File: config.mk
export PLATFORM = sky130hd
export DESIGN_NAME = seven_bit_stream_repacker
export DESIGN_NICKNAME = d
export VERILOG_FILES = /design/src/sv/sbsr_pkg.sv /design/src/sv/sbsr_front.sv /design/src/sv/sbsr_queue.sv /design/src/sv/sbsr_back.sv /design/src/sv/seven_bit_stream_repacker.sv
export SDC_FILE = /design/constraint.sdc
export NUM_CORES = 1
export LEC_CHECK = 0
export ABC_CLOCK_PERIOD_IN_PS = 5800
export BUFFER_PORTS_ARGS = -buffer_cell sky130_fd_sc_hd__buf_2
export CAP_MARGIN = 20
export CORE_MARGIN = 5
export CORE_UTILIZATION = 55
export CTS_BUF_LIST = sky130_fd_sc_hd__clkbuf_2
export CTS_CLUSTER_SIZE = 28
export DETAILED_ROUTE_END_ITERATION = 16
export MAX_ROUTING_LAYER = met4
export PLACE_DENSITY = 0.72
export SLEW_MARGIN = 30
export SYNTH_ARGS = -nofsm -noshare
export SYNTH_HDL_FRONTEND = slang
export SYNTH_SLANG_ARGS = --single-unit
export TNS_END_PERCENT = 50
File: constraint.sdc
create_clock -name clock -period 5.8 [get_ports clock]
set_input_delay 0.58 -clock clock [delete_from_list [all_inputs] [get_ports clock]]
set_output_delay 0.58 -clock clock [all_outputs]
set_load 0.02 [all_outputs]
File: src/sv/sbsr_pkg.sv
`default_nettype none

package sbsr_pkg;

   localparam int unsigned QUEUE_DEPTH = 2;
   localparam int unsigned MAX_RESULTS = 3;

   typedef enum logic {
      DIR_PACK   = 1'b0,
      DIR_UNPACK = 1'b1
   } direction_type;

   typedef struct packed {
      logic [7:0] data_in;
      logic       last_in;
   } req_item_type;

   typedef struct packed {
      logic [7:0] data_out;
      logic       no_data;
      logic       last_out;
   } rsp_item_type;

   // Everything one input item produces, queued as one unit.
   typedef struct packed {
      logic [MAX_RESULTS-1:0][7:0] data;
      logic [1:0]                  count;
      logic                        no_data;
      logic                        last;
   } group_type;

   typedef struct packed {
      logic not_empty;
      logic full;
   } queue_status_type;

endpackage

`default_nettype wire

File: src/sv/sbsr_front.sv
`default_nettype none

module sbsr_front (
   input  wire logic                  clock,
   input  wire logic                  reset,
   input  wire logic                  csr_wr_en,
   input  wire logic                  csr_wr_data,
   input  wire logic                  req_valid,
   output logic                       req_ready,
   input  wire sbsr_pkg::req_item_type req_payload,
   input  wire sbsr_pkg::queue_status_type q_status,
   output logic                       push,
   output sbsr_pkg::group_type        push_group
);

   sbsr_pkg::direction_type direction_ff, direction_in;
   logic [6:0]  acc_ff, acc_in;
   logic [3:0]  bits_ff, bits_in;

   logic [14:0] wide_pack;
   logic [13:0] wide_unp;
   logic [4:0]  tot_pack;
   logic [4:0]  tot_unp;
   logic [14:0] sh0;
   logic [14:0] sh1;
   logic [13:0] shu;
   logic [14:0] flush;
   logic [4:0]  rem5;
   logic [3:0]  rem;
   logic [7:0]  mask;
   logic [6:0]  low_bits;
   logic        accept;
   sbsr_pkg::group_type grp;

   assign req_ready = !q_status.full;
   assign accept    = req_valid && req_ready;

   assign wide_pack = {acc_ff, req_payload.data_in};
   assign wide_unp  = {acc_ff, req_payload.data_in[6:0]};
   assign tot_pack  = {1'b0, bits_ff} + 5'd8;
   assign tot_unp   = {1'b0, bits_ff} + 5'd7;
   assign sh0       = wide_pack >> (tot_pack - 5'd7);
   assign sh1       = wide_pack >> (tot_pack - 5'd14);
   assign shu       = wide_unp >> (tot_unp - 5'd8);

   always_comb begin
      grp  = '0;
      rem5 = '0;
      if (direction_ff == sbsr_pkg::DIR_PACK) begin
         if (tot_pack >= 5'd14) begin
            rem5        = tot_pack - 5'd14;
            grp.data[0] = {1'b0, sh0[6:0]};
            grp.data[1] = {1'b0, sh1[6:0]};
            grp.count   = 2'd2;
         end else begin
            rem5        = tot_pack - 5'd7;
            grp.data[0] = {1'b0, sh0[6:0]};
            grp.count   = 2'd1;
         end
      end else begin
         if (tot_unp >= 5'd8) begin
            rem5        = tot_unp - 5'd8;
            grp.data[0] = shu[7:0];
            grp.count   = 2'd1;
         end else begin
            rem5 = tot_unp;
            if (req_payload.last_in) begin
               grp.no_data = 1'b1;
               grp.count   = 2'd1;
            end
         end
      end
      rem = rem5[3:0];

      flush = wide_pack << (4'd7 - rem);
      if (direction_ff == sbsr_pkg::DIR_PACK && req_payload.last_in && rem != 4'd0) begin
         if (grp.count == 2'd2) begin
            grp.data[2] = {1'b0, flush[6:0]};
         end else begin
            grp.data[1] = {1'b0, flush[6:0]};
         end
         grp.count = grp.count + 2'd1;
      end
      grp.last = req_payload.last_in;
   end

   assign mask     = (8'd1 << rem) - 8'd1;
   assign low_bits = (direction_ff == sbsr_pkg::DIR_PACK) ? wide_pack[6:0] : wide_unp[6:0];

   always_comb begin
      direction_in = direction_ff;
      acc_in       = acc_ff;
      bits_in      = bits_ff;
      if (csr_wr_en) begin
         direction_in = sbsr_pkg::direction_type'(csr_wr_data);
         acc_in       = '0;
         bits_in      = '0;
      end else if (accept) begin
         if (req_payload.last_in) begin
            acc_in  = '0;
            bits_in = '0;
         end else begin
            acc_in  = low_bits & mask[6:0];
            bits_in = rem;
         end
      end
   end

   always_ff @(posedge clock) begin
      if (reset) begin
         direction_ff <= sbsr_pkg::DIR_PACK;
         acc_ff       <= '0;
         bits_ff      <= '0;
      end else begin
         direction_ff <= direction_in;
         acc_ff       <= acc_in;
         bits_ff      <= bits_in;
      end
   end

   assign push       = accept && grp.count != 2'd0;
   assign push_group = grp;

endmodule

`default_nettype wire

File: src/sv/sbsr_queue.sv
`default_nettype none

module sbsr_queue #(
   parameter int unsigned DEPTH = sbsr_pkg::QUEUE_DEPTH
) (
   input  wire logic                clock,
   input  wire logic                reset,
   input  wire logic                push,
   input  wire sbsr_pkg::group_type push_group,
   input  wire logic                pop,
   output sbsr_pkg::group_type      head,
   output sbsr_pkg::queue_status_type status
);

   localparam int unsigned PtrW = (DEPTH > 1) ? $clog2(DEPTH) : 1;
   localparam int unsigned CntW = $clog2(DEPTH + 1);

   sbsr_pkg::group_type entries_ff [DEPTH];
   logic [PtrW-1:0] wr_ptr_ff, wr_ptr_in;
   logic [PtrW-1:0] rd_ptr_ff, rd_ptr_in;
   logic [CntW-1:0] count_ff, count_in;

   always_comb begin
      wr_ptr_in = wr_ptr_ff;
      rd_ptr_in = rd_ptr_ff;
      count_in  = count_ff;
      if (push) begin
         wr_ptr_in = (wr_ptr_ff == PtrW'(DEPTH - 1)) ? '0 : wr_ptr_ff + 1'b1;
      end
      if (pop) begin
         rd_ptr_in = (rd_ptr_ff == PtrW'(DEPTH - 1)) ? '0 : rd_ptr_ff + 1'b1;
      end
      if (push && !pop) begin
         count_in = count_ff + 1'b1;
      end else if (pop && !push) begin
         count_in = count_ff - 1'b1;
      end
   end

   always_ff @(posedge clock) begin
      if (reset) begin
         wr_ptr_ff <= '0;
         rd_ptr_ff <= '0;
         count_ff  <= '0;
      end else begin
         wr_ptr_ff <= wr_ptr_in;
         rd_ptr_ff <= rd_ptr_in;
         count_ff  <= count_in;
      end
   end

   always_ff @(posedge clock) begin
      if (push) begin
         entries_ff[wr_ptr_ff] <= push_group;
      end
   end

   assign head             = entries_ff[rd_ptr_ff];
   assign status.not_empty = count_ff != '0;
   assign status.full      = count_ff == CntW'(DEPTH);

endmodule

`default_nettype wire

File: src/sv/sbsr_back.sv
`default_nettype none

module sbsr_back (
   input  wire logic                       clock,
   input  wire logic                       reset,
   input  wire sbsr_pkg::group_type        head,
   input  wire sbsr_pkg::queue_status_type q_status,
   output logic                            pop,
   output logic                            rsp_valid,
   input  wire logic                       rsp_ready,
   output sbsr_pkg::rsp_item_type          rsp_payload
);

   logic [1:0] idx_ff, idx_in;
   logic       rsp_valid_ff, rsp_valid_in;
   sbsr_pkg::rsp_item_type rsp_ff, rsp_in;
   logic       take;
   logic       load;
   logic       final_one;

   assign take      = !rsp_valid_ff || rsp_ready;
   assign load      = take && q_status.not_empty;
   assign final_one = idx_ff == (head.count - 2'd1);
   assign pop       = load && final_one;

   always_comb begin
      idx_in          = idx_ff;
      rsp_valid_in    = rsp_valid_ff;
      rsp_in          = rsp_ff;
      rsp_in.data_out = head.data[idx_ff];
      rsp_in.no_data  = head.no_data;
      rsp_in.last_out = head.last && final_one;
      if (take) begin
         rsp_valid_in = q_status.not_empty;
      end
      if (!load) begin
         rsp_in = rsp_ff;
      end else if (final_one) begin
         idx_in = '0;
      end else begin
         idx_in = idx_ff + 2'd1;
      end
   end

   always_ff @(posedge clock) begin
      if (reset) begin
         idx_ff       <= '0;
         rsp_valid_ff <= 1'b0;
      end else begin
         idx_ff       <= idx_in;
         rsp_valid_ff <= rsp_valid_in;
      end
   end

   always_ff @(posedge clock) begin
      rsp_ff <= rsp_in;
   end

   assign rsp_valid   = rsp_valid_ff;
   assign rsp_payload = rsp_ff;

   a_marker_is_final: assert property (@(posedge clock) disable iff (reset)
      rsp_valid_ff && rsp_ff.no_data |-> rsp_ff.last_out && rsp_ff.data_out == 8'd0)
      else $error("marker-only result must be final and carry zero data");

   a_mid_group_holds_head: assert property (@(posedge clock) disable iff (reset)
      idx_ff != 2'd0 |-> q_status.not_empty && idx_ff < head.count)
      else $error("result index points outside the queued group");

   a_no_pop_idle: assert property (@(posedge clock) disable iff (reset)
      pop |-> q_status.not_empty && take)
      else $error("group retired without a transfer slot");

endmodule

`default_nettype wire

File: src/sv/seven_bit_stream_repacker.sv
`default_nettype none

// Regroups a byte stream as one MSB-first bitstream: in pack direction each
// byte yields one or two 7-bit groups, and a last byte with bits left over
// adds a zero-padded flush group; in unpack direction each 7-bit group adds
// to a byte emitted once eight bits are pending, and a last group that ends
// no byte yields a marker-only result. The front stage takes one item per
// cycle while the group queue has room, so the input side never waits on the
// output beyond that queue. The output register sends one result per cycle
// while rsp_ready allows; an item makes none or one result in unpack
// direction, one or two in pack direction (eight results per seven bytes,
// plus one for a flush). Results pass the group queue, then the output
// register. Writing csr_wr_data sets the direction and clears any pending
// bits; it is meant to happen only while the block is idle.
module seven_bit_stream_repacker #(
   parameter int unsigned QUEUE_DEPTH = sbsr_pkg::QUEUE_DEPTH
) (
   input  wire logic                   clock,
   input  wire logic                   reset,
   input  wire logic                   csr_wr_en,
   input  wire logic                   csr_wr_data,
   input  wire logic                   req_valid,
   output logic                        req_ready,
   input  wire sbsr_pkg::req_item_type req_payload,
   output logic                        rsp_valid,
   input  wire logic                   rsp_ready,
   output sbsr_pkg::rsp_item_type      rsp_payload
);

   logic                       push;
   logic                       pop;
   sbsr_pkg::group_type        push_group;
   sbsr_pkg::group_type        head;
   sbsr_pkg::queue_status_type q_status;

   sbsr_front u_front (
      .clock       (clock),
      .reset       (reset),
      .csr_wr_en   (csr_wr_en),
      .csr_wr_data (csr_wr_data),
      .req_valid   (req_valid),
      .req_ready   (req_ready),
      .req_payload (req_payload),
      .q_status    (q_status),
      .push        (push),
      .push_group  (push_group)
   );

   sbsr_queue #(
      .DEPTH (QUEUE_DEPTH)
   ) u_queue (
      .clock      (clock),
      .reset      (reset),
      .push       (push),
      .push_group (push_group),
      .pop        (pop),
      .head       (head),
      .status     (q_status)
   );

   sbsr_back u_back (
      .clock       (clock),
      .reset       (reset),
      .head        (head),
      .q_status    (q_status),
      .pop         (pop),
      .rsp_valid   (rsp_valid),
      .rsp_ready   (rsp_ready),
      .rsp_payload (rsp_payload)
   );

endmodule

`default_nettype wire

**Word level (Yosys, flattened, before mapping)**

Memories as Yosys holds them, arrays and structs flattened. A register that Yosys moved wholly into a read port is not among the register bits.
Index checks and enable logic that the tools add are counted.

- Register bits: 29
- Output and inout port bits: 12
- Logic and storage cells: 87
- RAM bits: 56
- Memories kept: 1
- Input bits: 15

- $add $sub $neg: 14
- Eq/ne operators: 3
- Shift-type cells: 5
- Order comparisons: 3
- Reductions and logical operators: 19
- Bitwise logic cells: 2
- Mux-type cells: 29

Memory list:

| name | words | width | read ports | clocked after memory_dff | write ports | RTL line | text |
|---|---|---|---|---|---|---|---|
| u_queue.entries_ff | 2 | 28 | 1 | 1 | 1 | sbsr_queue.sv:18 | `sbsr_pkg::group_type entries_ff [DEPTH];` |

Operator list:

| cell | number |
|---|---|
| two-way mux 7 bit | 5 |
| >> shifter 15 x 5 -> 7 bit | 2 |
| binary-select mux 8 bit (select 2 bit) | 1 |
| two-way mux 16 bit | 1 |
| two-way mux 4 bit | 4 |
| two-way mux 8 bit | 2 |
| << shifter 15 x 4 -> 7 bit | 1 |
| two-way mux 2 bit | 7 |
| >> shifter 14 x 5 -> 8 bit | 1 |
| greater-or-equal comparator 5 x 4 -> 1 bit (second input constant) | 2 |
| two-way mux 10 bit | 1 |
| subtractor 5 x 4 -> 5 bit (second input constant) | 2 |
| logical AND 1 bit | 9 |
| two-way mux 1 bit | 8 |
| AND 7 bit | 1 |
| << shifter 1 x 4 -> 7 bit (first input constant) | 1 |
| subtractor 7 x 1 -> 7 bit (second input constant) | 1 |
| adder 2 x 1 -> 2 bit (second input constant) | 3 |
| nonzero test 2 bit | 3 |
| adder 4 x 3 -> 5 bit (second input constant) | 1 |
| adder 4 x 4 -> 5 bit (second input constant) | 1 |
| subtractor 5 x 3 -> 5 bit (second input constant) | 1 |
| == test 2 bit (second input constant) | 2 |
| logical NOT 1 bit | 4 |
| 9 further kinds | 11 |

**Depth between registers and ports, before layout**

Gate-level depths: netlist (run 1).

- Depth in word-level cells: 13
- Gate-level depth with buffers: 17
- Gate-level depth less buffers: 14

**By module**

From an unflattened synthesis (run 1), not the netlist that was laid out.

- Cell total of the unflattened synthesis: 603
- Area, all modules: 6,122.1 sq um

By module, submodules not included:

| module | instances | cells each | area an instance (sq um) | seq. area each (sq um) |
|---|---|---|---|---|
| sbsr_front | 1 | 433 | 3,224.3 | 240.2 |
| sbsr_queue | 1 | 109 | 2,234.6 | 1,781.7 |
| sbsr_back | 1 | 61 | 663.1 | 360.3 |

**Worst setup path after synthesis (run 1)**

No wires, ideal clock.

- Kind: reg-to-reg
- From: register u_front.bits_ff[1]
- To: register u_front.acc_ff[6]
- Path buffers: 3
- Setup time: 79 ps
- Cell stages (with the launch flop): 18
- Arrival time: 4,739 ps
- Path slack: 983 ps
- Period minus slack after synthesis: 4,817 ps
- Data required time: 5,721 ps
- Path through: dfxtp_1 -> clkbuf_1 -> buf_1 -> clkinv_1 -> ha_1 -> a21boi_1 -> xnor2_1 -> clkbuf_1 -> ha_1 -> inv_1 -> a21oi_1 -> a221oi_2 -> nor4_1 -> inv_1 -> ha_1 -> or4_1 -> a211o_1 -> o211ai_1

- Word-level cells in the longest chain between the ends: 8
- Elaborated cells between the ends (all ways): 14
- Those cells by class: add/sub (6); order compare (2); shift (1); mux (4); bitwise (1)

Ends and longest elaborated chain:

| what | RTL line | text |
|---|---|---|
| from (decl) | sbsr_front.sv:18 | `logic [3:0] bits_ff, bits_in;` |
| from (signal assigned) | sbsr_front.sv:117 | `bits_ff <= bits_in;` |
| adder 4 x 4 -> 5 bit or adder 4 x 3 -> 5 bit (tied branches) | sbsr_front.sv:40, sbsr_front.sv:41 |  |
| subtractor 5 x 3 -> 5 bit, or another cell as far along | - |  |
| two-way mux 4 bit, on equally long branches | sbsr_front.sv:50, sbsr_front.sv:61 |  |
| two-way mux 4 bit (*) | sbsr_front.sv:49 | `if (direction_ff == sbsr_pkg::DIR_PACK) begin` |
| << shifter 1 x 4 -> 7 bit (*) | sbsr_front.sv:87 | `assign mask = (8'd1 << rem) - 8'd1;` |
| subtractor 7 x 1 -> 7 bit (*) | sbsr_front.sv:87 |  |
| AND 7 bit (*) | sbsr_front.sv:103 | `acc_in = low_bits & mask[6:0];` |
| two-way mux 7 bit (*) | sbsr_front.sv:99 | `if (req_payload.last_in) begin` |
| to (signal assigned) | sbsr_front.sv:116 | `acc_ff <= acc_in;` |
| to (decl) | sbsr_front.sv:17 | `logic [6:0] acc_ff, acc_in;` |

Every way passes the cells marked *; elsewhere a longest branch is shown, timed or not.
A chain may end at the register's enable or synchronous reset.

**Final worst setup path (run 1)**

Ends and elaborated chain as after synthesis.

==> flow_summary.yaml, run 1 <==
yosys:
  synthArstFlopShare_pct: 0
  synth-warning-count: 0
  synth-edff-count: 62
  synth_ff_type: "edfxtp_1"
  synth-seq-cells: 82
  netlist_instances: 571
  yosysTopAreaCellShare_pct: 33.50
  synth_top_area_cell: "edfxtp_1"
  ys_seq_area_share_pct: 40.70
  yosys-top-cells-area: "edfxtp_1, mux2i_1, dfxtp_1"
  yosysUniqueCellTypes: 73
  avgSynthCellArea_um2: 9.734
  syn_area_um2: 5558
  syn_nets: 597
sta:
  worstMarginPinSlew_ns: 0.8058
  tns_ns: 0
  timing.final.crit_share_pct: 82.04
  hold_viol: 0
  worst_clock_skew_ns: 0.06070
  max_slew_margin_pct: 46.15
  worst_slack_ns: 1.042
  hold_ws_ns: 0.2492
  fmax_mhz: 210.2
  period_needed_ns: 4.758
  rsz0062_at_grt: "false"
  slew_violations: 0
  setup_violations: 0
cells_and_area:
  final_common_cell: "nor2_1"
  fill_cells: 867
  instances_no_fill: 714
  final_cell_mix: "nor2_1, edfxtp_1, mux2i_1"
  antennaDiodeCount: 0
  areaGrowthSynthToFinish_pct: 6.506
  drive_above_1_share_pct: 16.01
  fin_nets: 602
die:
  pin_count: 27
  die_y_um: 110.5
  dieArea_um2: 12220
  dieWidth_um: 110.5
  coreArea_um2: 9819
  start_util_pct: 56.60
  rows: 36
min_path:
  hold_class: "in -> reg"
setup_path:
  cp-end-kind: "flip-flop"
  arrival_ns: 5.25
  required_ns: 6.29
  crit_path_frequent_cell: "ha_1"
  crit_family: "simple AND/OR/NAND/NOR gates"
  cpMaxStageDelayCell: "a2111oi_1"
  path_cells: "buf_4 > clkinv_1 > ha_1 > nor2b_2 > a2111oi_1 > nor4_4 > nor4_1 > inv_1 > ha_1 > or4_1 > a211o_1 > o211ai_1"
  max_stage_delay_ns: 0.76
  cp.buffers_inverters: 3
  start_kind: "flip-flop"
  crit_type: "reg -> reg"
  worst-path-max-fanout: 20
place:
  place_congestion: 0.9840
  dp_hpwl_um: 10460
  io_buffers: 26
  dp_cells: 698
  pre_cts_slack_ns: 1.260
global_route:
  grt_use_total_pct: 24.02
  antenna_found_initial: 0
  grt_pass1_wl_um: 23030
  grt_pass1_vias: 4304
  overflow: 0
  grt_max_degree: 32
pwr:
  leakage_nw: 2.075
  power_density_nw_per_um2: 312.1
  p_total_mw: 1.848
  ir_drop_uv: 205.2
clock_network:
  cts_sinks: 82
  ctsResizeCount: 0
  cts_buffers: 9
  clkTransAtPathRegs_ns: 0.27
  htree_levels: 3
  cts_hold_buf: 0
  cts_root_buf: "clkbuf_2"
  cts_setup_buffers: 0
  clkLatencyLatePin_ns: 0.55
  cts_buffer_depth: 2
  cts_tree: "done"
drt:
  drc: 0
  drtIter0Drc: 464
  drt-wirelength-per-cell_um: 20.00
  routed_wl_um: 14280
  drt_first_pass_iters: 5
  vias: 4568
  drtAntennaViolNets: 0
  viasPerCell: 6.398
run_status:
  status: "finished clean"
job:
  cap_violations: 0
==> logic make-up after synthesis <==
family                   share of synthesized area, %
AO/OA/AOI/OAI                                   16.93
buffers and inverters                           4.795
adder cells (fa/ha/maj)                         2.476
XOR/XNOR                                        1.576
AND/OR/NAND/NOR                                 17.20
multiplexers                                    16.32
flip-flops                                      40.70
==> Yosys cell counts (6+ instances only) <==
library cell and number:
o21ai_0 19, dfxtp_1 20, mux2_2 10, nor2_1 67
a22oi_1 7, nand3_1 15, edfxtp_1 62, nor3_1 21
o22ai_1 16, inv_1 23, mux4_2 15, nand2_1 39
a21oi_1 40, ha_1 11, mux2i_1 43, xor2_1 6
buf_1 7, a211oi_1 7, nand2b_1 11, clkbuf_1 24
==> final timing paths <==
check	startpoint	end	slack, ns	cells past startpoint
setup / recovery	u_front.bits_ff[1]$_SDFFE_PP0P_	u_front.acc_ff[6]$_SDFFE_PP0P_	1.04	12
hold / removal	csr_wr_data	u_front.direction_ff$_SDFFE_PP0P_	0.25	3
setup reg to reg	u_front.bits_ff[1]$_SDFFE_PP0P_	u_front.acc_ff[6]$_SDFFE_PP0P_	1.04	12
hold reg to reg	u_back.rsp_valid$_SDFFE_PP0P_	u_back.rsp_valid$_SDFFE_PP0P_	0.51	2
==> where the power goes <==
group          internal [mW]  leakage, nW  switching, mW
combinational          0.241         1.22          0.368
sequential             0.786        0.755         0.0634
clock                  0.187       0.0973          0.201
==> registers in the layout (all words and copies together), names as in the netlist, named ones only <==
register / flops
u_queue.entries_ff: 52
u_back.idx_ff: 2
u_front.bits_ff: 4
u_back.rsp_valid: 1
u_queue.wr_ptr_ff: 1
u_back.rsp_payload: 10
u_queue.rd_ptr_ff: 1
u_front.acc_ff: 7
u_queue.count_ff: 2
u_front.direction_ff: 1
==> layer usage <==
layer | track usage (%) | routed length (um) | up-vias | part of all wire (%)
met3 | 4.650 | 972 | 33 | 6.8
met1 | 32.17 | 6246 | 2185 | 44
met4 | 7.471 | 393 | 0 | 2.8
met2 | 37.14 | 6666 | 192 | 47
met5 | - | 0 | - | 0
li1 | - | - | 2158 | -
==> area by class of cell <==
| type | instances | area [um^2] | area share (%) |
|---|---|---|---|
| timing repair buffer | 35 | 197.7 | 3.340 |
| clock inverter | 7 | 115.1 | 1.945 |
| multi-input combinational | 424 | 3042 | 51.38 |
| tap | 133 | 166.4 | 2.811 |
| inverter | 24 | 90.09 | 1.522 |
| sequential | 82 | 2263 | 38.24 |
| clock buffer | 9 | 45.04 | 0.7609 |
==> worst min-delay path, stage by stage <==
cell and delay (ns):
buf_2 0.07, mux2i_1 0.05, nor2_1 0.08
==> stage by stage <==
stage | area (um^2) | utilization, %
floorplan | 5558 | -
global placement | 5749 | 58.55
detailed placement | 5751 | 58.56
CTS | 5911 | 60.19
global route | 5919 | 60.28
finish | 5919 | 60.28
(Power assumes the default switching activity.)
==> run 2: changes to the inputs <==
Settings changed: ABC_CLOCK_PERIOD_IN_PS 5800 to 4720.
Clock period 5.8 ns to 4.72 ns, I/O delays scaled along.
==> run 2 against run 1 <==
Net effect:
- worst setup slack got worse by 0.52 ns
- largest cell class unchanged
- via count down 0.31%
- largest power group unchanged
- wire length decreased by 0.39%
==> flow_summary.yaml, run 2 (synthesis results as in run 1) <==
run_status:
  status: "finished clean"
global_route:
  grt_max_degree: 50
  overflow: 0
  grt_pass1_wl_um: 23180
  grt_use_total_pct: 24.11
  antenna_found_initial: 0
  grt_pass1_vias: 4333
drt:
  drt-wirelength-per-cell_um: 19.89
  drtIter0Drc: 504
  drt_first_pass_iters: 6
  drtAntennaViolNets: 0
  viasPerCell: 6.369
  drc: 0
  routed_wl_um: 14220
  vias: 4554
sta:
  hold_ws_ns: 0.1797
  setup_violations: 0
  max_slew_margin_pct: 50.14
  worstMarginPinSlew_ns: 0.7454
  tns_ns: 0
  fmax_mhz: 238.4
  period_needed_ns: 4.195
  slew_violations: 0
  rsz0062_at_grt: "false"
  timing.final.crit_share_pct: 88.87
  worst_clock_skew_ns: 0.04047
  hold_viol: 0
  worst_slack_ns: 0.5252
setup_path:
  required_ns: 5.14
  start_kind: "flip-flop"
  crit_type: "reg -> reg"
  cpMaxStageDelayCell: "dfxtp_1"
  arrival_ns: 4.62
  reg2regPathDepth: 14
  max_stage_delay_ns: 0.71
  path_cells: "inv_1 > ha_1 > a21boi_1 > xnor2_2 > ha_1 > inv_1 > a21oi_1 > a221oi_2 > nor3_1 > nand3_1 > ha_1 > or4_1 > a211o_1 > o211ai_1"
  r2r_start: "u_front.bits_ff[2]$_SDFFE_PP0P_"
  crit_path_frequent_cell: "ha_1"
  r2r-end: "u_front.acc_ff[6]$_SDFFE_PP0P_"
  worst-path-max-fanout: 16
  cp-end-kind: "flip-flop"
  r2r_slack_ns: 0.53
pwr:
  p_seq_share_pct: 49.8
  internal_power_mw: 1.332
  p_clk_share_pct: 14.2
  leakage_nw: 2.053
  combPwrFrac_pct: 36.0
  power_density_nw_per_um2: 355.5
  ir_drop_uv: 364.1
  switching_share_pct: 36.23
  p_switching_uw: 757.0
  p_total_mw: 2.089
die:
  start_util_pct: 56.60
  dieArea_um2: 12220
  coreArea_um2: 9819
  pin_count: 27
  die_y_um: 110.5
  dieWidth_um: 110.5
  rows: 36
cells_and_area:
  antennaDiodeCount: 0
  drive_above_1_share_pct: 16.32
  areaGrowthSynthToFinish_pct: 5.741
  largest_register: "u_queue.entries_ff"
  fin_nets: 603
  final_common_cell: "nor2_1"
  largest_reg_flops: 52
  final_cell_mix: "nor2_1, edfxtp_1, mux2i_1"
  final_area_um2: 5877
place:
  io_buffers: 26
  placed_area_um2: 5787
  place_congestion: 0.9706
  dp_hpwl_um: 10440
  pre_cts_slack_ns: 0.7418
min_path:
  hold_depth: 3
  hp-start: "csr_wr_data"
  hold_class: "in -> reg"
  holdPathEnd: "u_front.direction_ff$_SDFFE_PP0P_"
clock_network:
  ctsResizeCount: 0
  cts_sinks: 82
  clkTransAtPathRegs_ns: 0.23
  cts_tree: "done"
  cts_root_buf: "clkbuf_2"
  cts_setup_buffers: 0
  cts_buffer_depth: 2
  cts_hold_buf: 0
  clkLatencyLatePin_ns: 0.51
  htree_levels: 3
  cts_buffers: 9
job:
  cap_violations: 0
[run 2: cell count changes in the layout (fill, tap and decap cells not counted), moves of 2 or more]
cell / before / now
clkinv_4: 0 / 2
xnor2_2: 0 / 2
bufinv_16: 3 / 0
clkinv_2: 0 / 2
xnor2_1: 4 / 2
inv_6: 2 / 0
inv_2: 2 / 0
[run 2: routing by layer]
layer / track usage [%] / wire length [um]
met1: 32.30 / 6293
met2: 36.89 / 6597
met3: 5.033 / 921
met4: 7.635 / 412
met5: - / 0
[run 2: worst max path at each step]
stage / from / endpoint / slack [ns] / depth (start not counted)
4_1_cts: u_front.bits_ff[2]$_SDFFE_PP0P_ / u_front.acc_ff[6]$_SDFFE_PP0P_ / 0.63 / 14
5_1_grt: u_front.bits_ff[2]$_SDFFE_PP0P_ / u_front.acc_ff[6]$_SDFFE_PP0P_ / 0.24 / 14
3_3_place_gp: u_front.bits_ff[2]$_SDFFE_PP0P_ / u_front.acc_ff[6]$_SDFFE_PP0P_ / 0.87 / 14
6_report: u_front.bits_ff[2]$_SDFFE_PP0P_ / u_front.acc_ff[6]$_SDFFE_PP0P_ / 0.53 / 14
3_5_place_dp: u_front.bits_ff[2]$_SDFFE_PP0P_ / u_front.acc_ff[6]$_SDFFE_PP0P_ / 0.74 / 14
2_1_floorplan: u_front.bits_ff[1]$_SDFFE_PP0P_ / u_front.acc_ff[6]$_SDFFE_PP0P_ / 0.06 / 17
[run 2: final cells by class]
type	instances	area [um^2]
multi-input combinational	424	3062
clock inverter	7	45.04
inverter	24	90.09
clock buffer	9	45.04
sequential	82	2263
tap	133	166.4
timing repair buffer	36	205.2
fill	849	3943
[run 2: per-stage QoR]
step | cells | util [%]
floorplan | 571 | -
global placement | 699 | 58.77
detailed placement | 699 | 58.93
CTS | 715 | 59.85
global route | 715 | 59.85
finish | 715 | 59.85
[run 2: power groups by stage]
| stage | registers (mW) | logic (mW) | clock network, mW |
|---|---|---|---|
| after floorplan | 1.09 | 0.516 | 0 |
| after global placement | 1.05 | 0.738 | 0 |
| after detailed placement | 1.06 | 0.753 | 0 |
| after CTS | 1.04 | 0.755 | 0.312 |
| after global routing | 1.06 | 0.823 | 0.340 |
| final | 1.04 | 0.751 | 0.297 |
[run 2: critical path: cells and delay by family (launching register included)]
| kind | cells | cell delay, ns |
|---|---|---|
| buffers and inverters | 2 | 0.24 |
| xor gates and xnor gates | 1 | 0.18 |
| AOI/OAI and AO/OA | 5 | 1.08 |
| and+or+nand+nor | 3 | 1.12 |
| adders and majority gates | 3 | 0.76 |
| DFF | 1 | 0.71 |
==> run 3: changes to the inputs <==
Settings changed: PLACE_DENSITY 0.72 to 0.71, SYNTH_HIERARCHICAL set to 1.
==> run 3 against run 2 <==
Net effect:
- count of clock-buffer cells in the layout unchanged
- combinational power grew 7.2%
- critical endpoint is now u_queue/entries_ff[0][11]$_DFFE_PP_
- fmax down 4.2%
- highest routed layer unchanged
==> flow_summary.yaml, run 3 <==
run_status:
  status: "finished clean"
die:
  start_util_pct: 56.23
  dieArea_um2: 13340
  die_y_um: 115.5
  coreArea_um2: 10890
  pin_count: 27
  rows: 38
  dieWidth_um: 115.5
setup_path:
  cp-end-kind: "flip-flop"
  start_kind: "flip-flop"
  required_ns: 4.93
  crit_type: "reg -> reg"
  worst-path-max-fanout: 28
  arrival_ns: 4.59
drt:
  drtAntennaViolNets: 0
  vias: 4929
  drtIter0Drc: 451
  drt-wirelength-per-cell_um: 21.62
  drc: 0
  drt_first_pass_iters: 7
  viasPerCell: 6.572
  routed_wl_um: 16210
cells_and_area:
  fin_nets: 632
  largest_register: "u_queue/entries_ff"
  final_cell_mix: "edfxtp_1, nor2_1, nand2_1"
  final_area_um2: 6431
  largest_reg_flops: 56
  drive_above_1_share_pct: 21.64
  final_common_cell: "edfxtp_1"
  fill_cells: 912
  antennaDiodeCount: 0
  areaGrowthSynthToFinish_pct: 5.048
yosys:
  yosys.area_share.simple_pct: 15.90
  synth_top_family_by_area: "multiplexers"
  synth_common_cells: "edfxtp_1, nor2_1, nand2_1"
  synth_ff_type: "edfxtp_1"
  yosys-top-cells-area: "edfxtp_1, dfxtp_1, mux2i_1"
  synth.most_common_cell: "edfxtp_1"
  synthAdderAreaFrac_pct: 2.452
  synth-warning-count: 6
  synth_xor_area_share_pct: 2.105
  synth-compound-area-share_pct: 17.19
  synth_top_area_cell: "edfxtp_1"
  netlist_instances: 603
  synth-edff-count: 66
  synthArstFlopShare_pct: 0
  yosysUniqueCellTypes: 79
  yosys-mux-area-fraction_pct: 18.31
  ys_seq_area_share_pct: 38.91
  yosysTopAreaCellShare_pct: 32.37
  avgSynthCellArea_um2: 10.15
  syn_area_um2: 6122
  synth-seq-cells: 86
pwr:
  p_switching_uw: 822.3
  internal_power_mw: 1.513
  leakage_nw: 2.261
  combPwrFrac_pct: 34.5
  switching_share_pct: 35.21
  ir_drop_uv: 329.9
  p_clk_share_pct: 19.4
  power_density_nw_per_um2: 363.1
  p_seq_share_pct: 46.2
sta:
  hold_viol: 0
  period_needed_ns: 4.380
  max_slew_margin_pct: 40.63
  worstMarginPinSlew_ns: 0.8793
  timing.final.crit_share_pct: 92.81
  slew_violations: 0
  rsz0062_at_grt: "false"
  worst_clock_skew_ns: 0.03894
  setup_violations: 0
  fmax_mhz: 228.3
  tns_ns: 0
global_route:
  antenna_found_initial: 0
  grt_max_degree: 42
  grt_pass1_wl_um: 26140
  grt_pass1_vias: 4842
  grt_use_total_pct: 26.36
  overflow: 0
clock_network:
  htree_levels: 3
  cts_hold_buf: 0
  clkLatencyLatePin_ns: 0.58
  cts_sinks: 86
  ctsResizeCount: 0
  clkTransAtPathRegs_ns: 0.26
  cts_setup_buffers: 0
  cts_buffer_depth: 2
  cts_root_buf: "clkbuf_2"
  cts_buffers: 9
  cts_tree: "done"
job:
  cap_violations: 0
place:
  place_congestion: 1.016
  placed_area_um2: 6289
  io_buffers: 26
  dp_hpwl_um: 11680
min_path:
  hold_class: "in -> reg"
==> run 3: cell types whose count changed in the layout (fill, tap and decap cells not counted), sizes merged, moves of 5 or more <==
cell | before | now
a21oi | 40 | 35
mux2 | 10 | 34
nand2 | 40 | 47
nor2 | 67 | 60
o21ai | 22 | 27
o22ai | 16 | 8
==> run 3: cells by family after synthesis <==
kind of cell / Yosys count
compound gates: 145
xor+xnor: 13
fa+ha+maj: 12
buf+inv: 67
flops: 86
mux: 89
other cells: 1
simple gates: 190
==> run 3: critical path, cell delays in order, from the launching register on <==
cell and delay, ns:
dfxtp_1 0.39, inv_1 0.11, ha_1 0.23, a21boi_2 0.31
xnor2_1 0.24, inv_1 0.14, ha_1 0.23, o31ai_1 0.12
or2_2 0.33, o21ai_0 0.30, ha_1 0.31, a311oi_1 0.49
nor2b_4 0.80
==> run 3: power groups by stage <==
| stage | Clock, mW | Sequential [mW] | Combinational, mW |
|---|---|---|---|
| finish | 0.452 | 1.08 | 0.805 |
| detailed placement | 0 | 1.10 | 0.801 |
| global route | 0.493 | 1.10 | 0.876 |
| floorplan | 0 | 1.13 | 0.565 |
| CTS | 0.461 | 1.08 | 0.804 |
| global placement | 0 | 1.09 | 0.791 |
==> run 3: stage by stage <==
stage	hold slack [ns]	cells	utilization [%]	total power [mW]	worst slack, ns
after floorplan	0.4564	604	-	1.697	0.07651
after global placement	0.4807	734	57.76	1.883	0.5834
after detailed placement	0.5037	734	57.76	1.901	0.4405
after CTS	0.08052	750	59.06	2.347	0.3553
after global routing	0.1212	750	59.07	2.466	0.0006617
final	0.1123	750	59.07	2.335	0.3396
==> run 3: cell type report <==
class	instances	area, um^2	area share, %
sequential	86	2384	37.06
tap	140	175.2	2.724
inverter	21	78.83	1.226
timing repair buffer	36	205.2	3.191
clock buffer	9	45.04	0.7004
multi-input combinational	451	3447	53.60
clock inverter	7	96.34	1.498
==> run 3: final timing paths <==
kind / from / end / slack, ns / cells past startpoint
max reg2reg: u_front/bits_ff[1]$_SDFFE_PP0P_ / u_queue/entries_ff[0][11]$_DFFE_PP_ / 0.34 / 12
min: csr_wr_data / u_front/direction_ff$_SDFFE_PP0P_ / 0.11 / 3
min reg2reg: u_queue/count_ff[1]$_SDFFE_PP0P_ / u_queue/count_ff[1]$_SDFFE_PP0P_ / 0.54 / 2
max: u_front/bits_ff[1]$_SDFFE_PP0P_ / u_queue/entries_ff[0][11]$_DFFE_PP_ / 0.34 / 12
==> run 3: layer usage <==
metal	share of wire [%]	track usage [%]	routed length (um)	vias to the layer above
met2	46	40.08	7499	253
met3	8.4	4.856	1357	56
met1	41	34.19	6637	2335
met5	0	-	0	-
met4	4.4	12.52	719	0
li1	-	-	-	2285
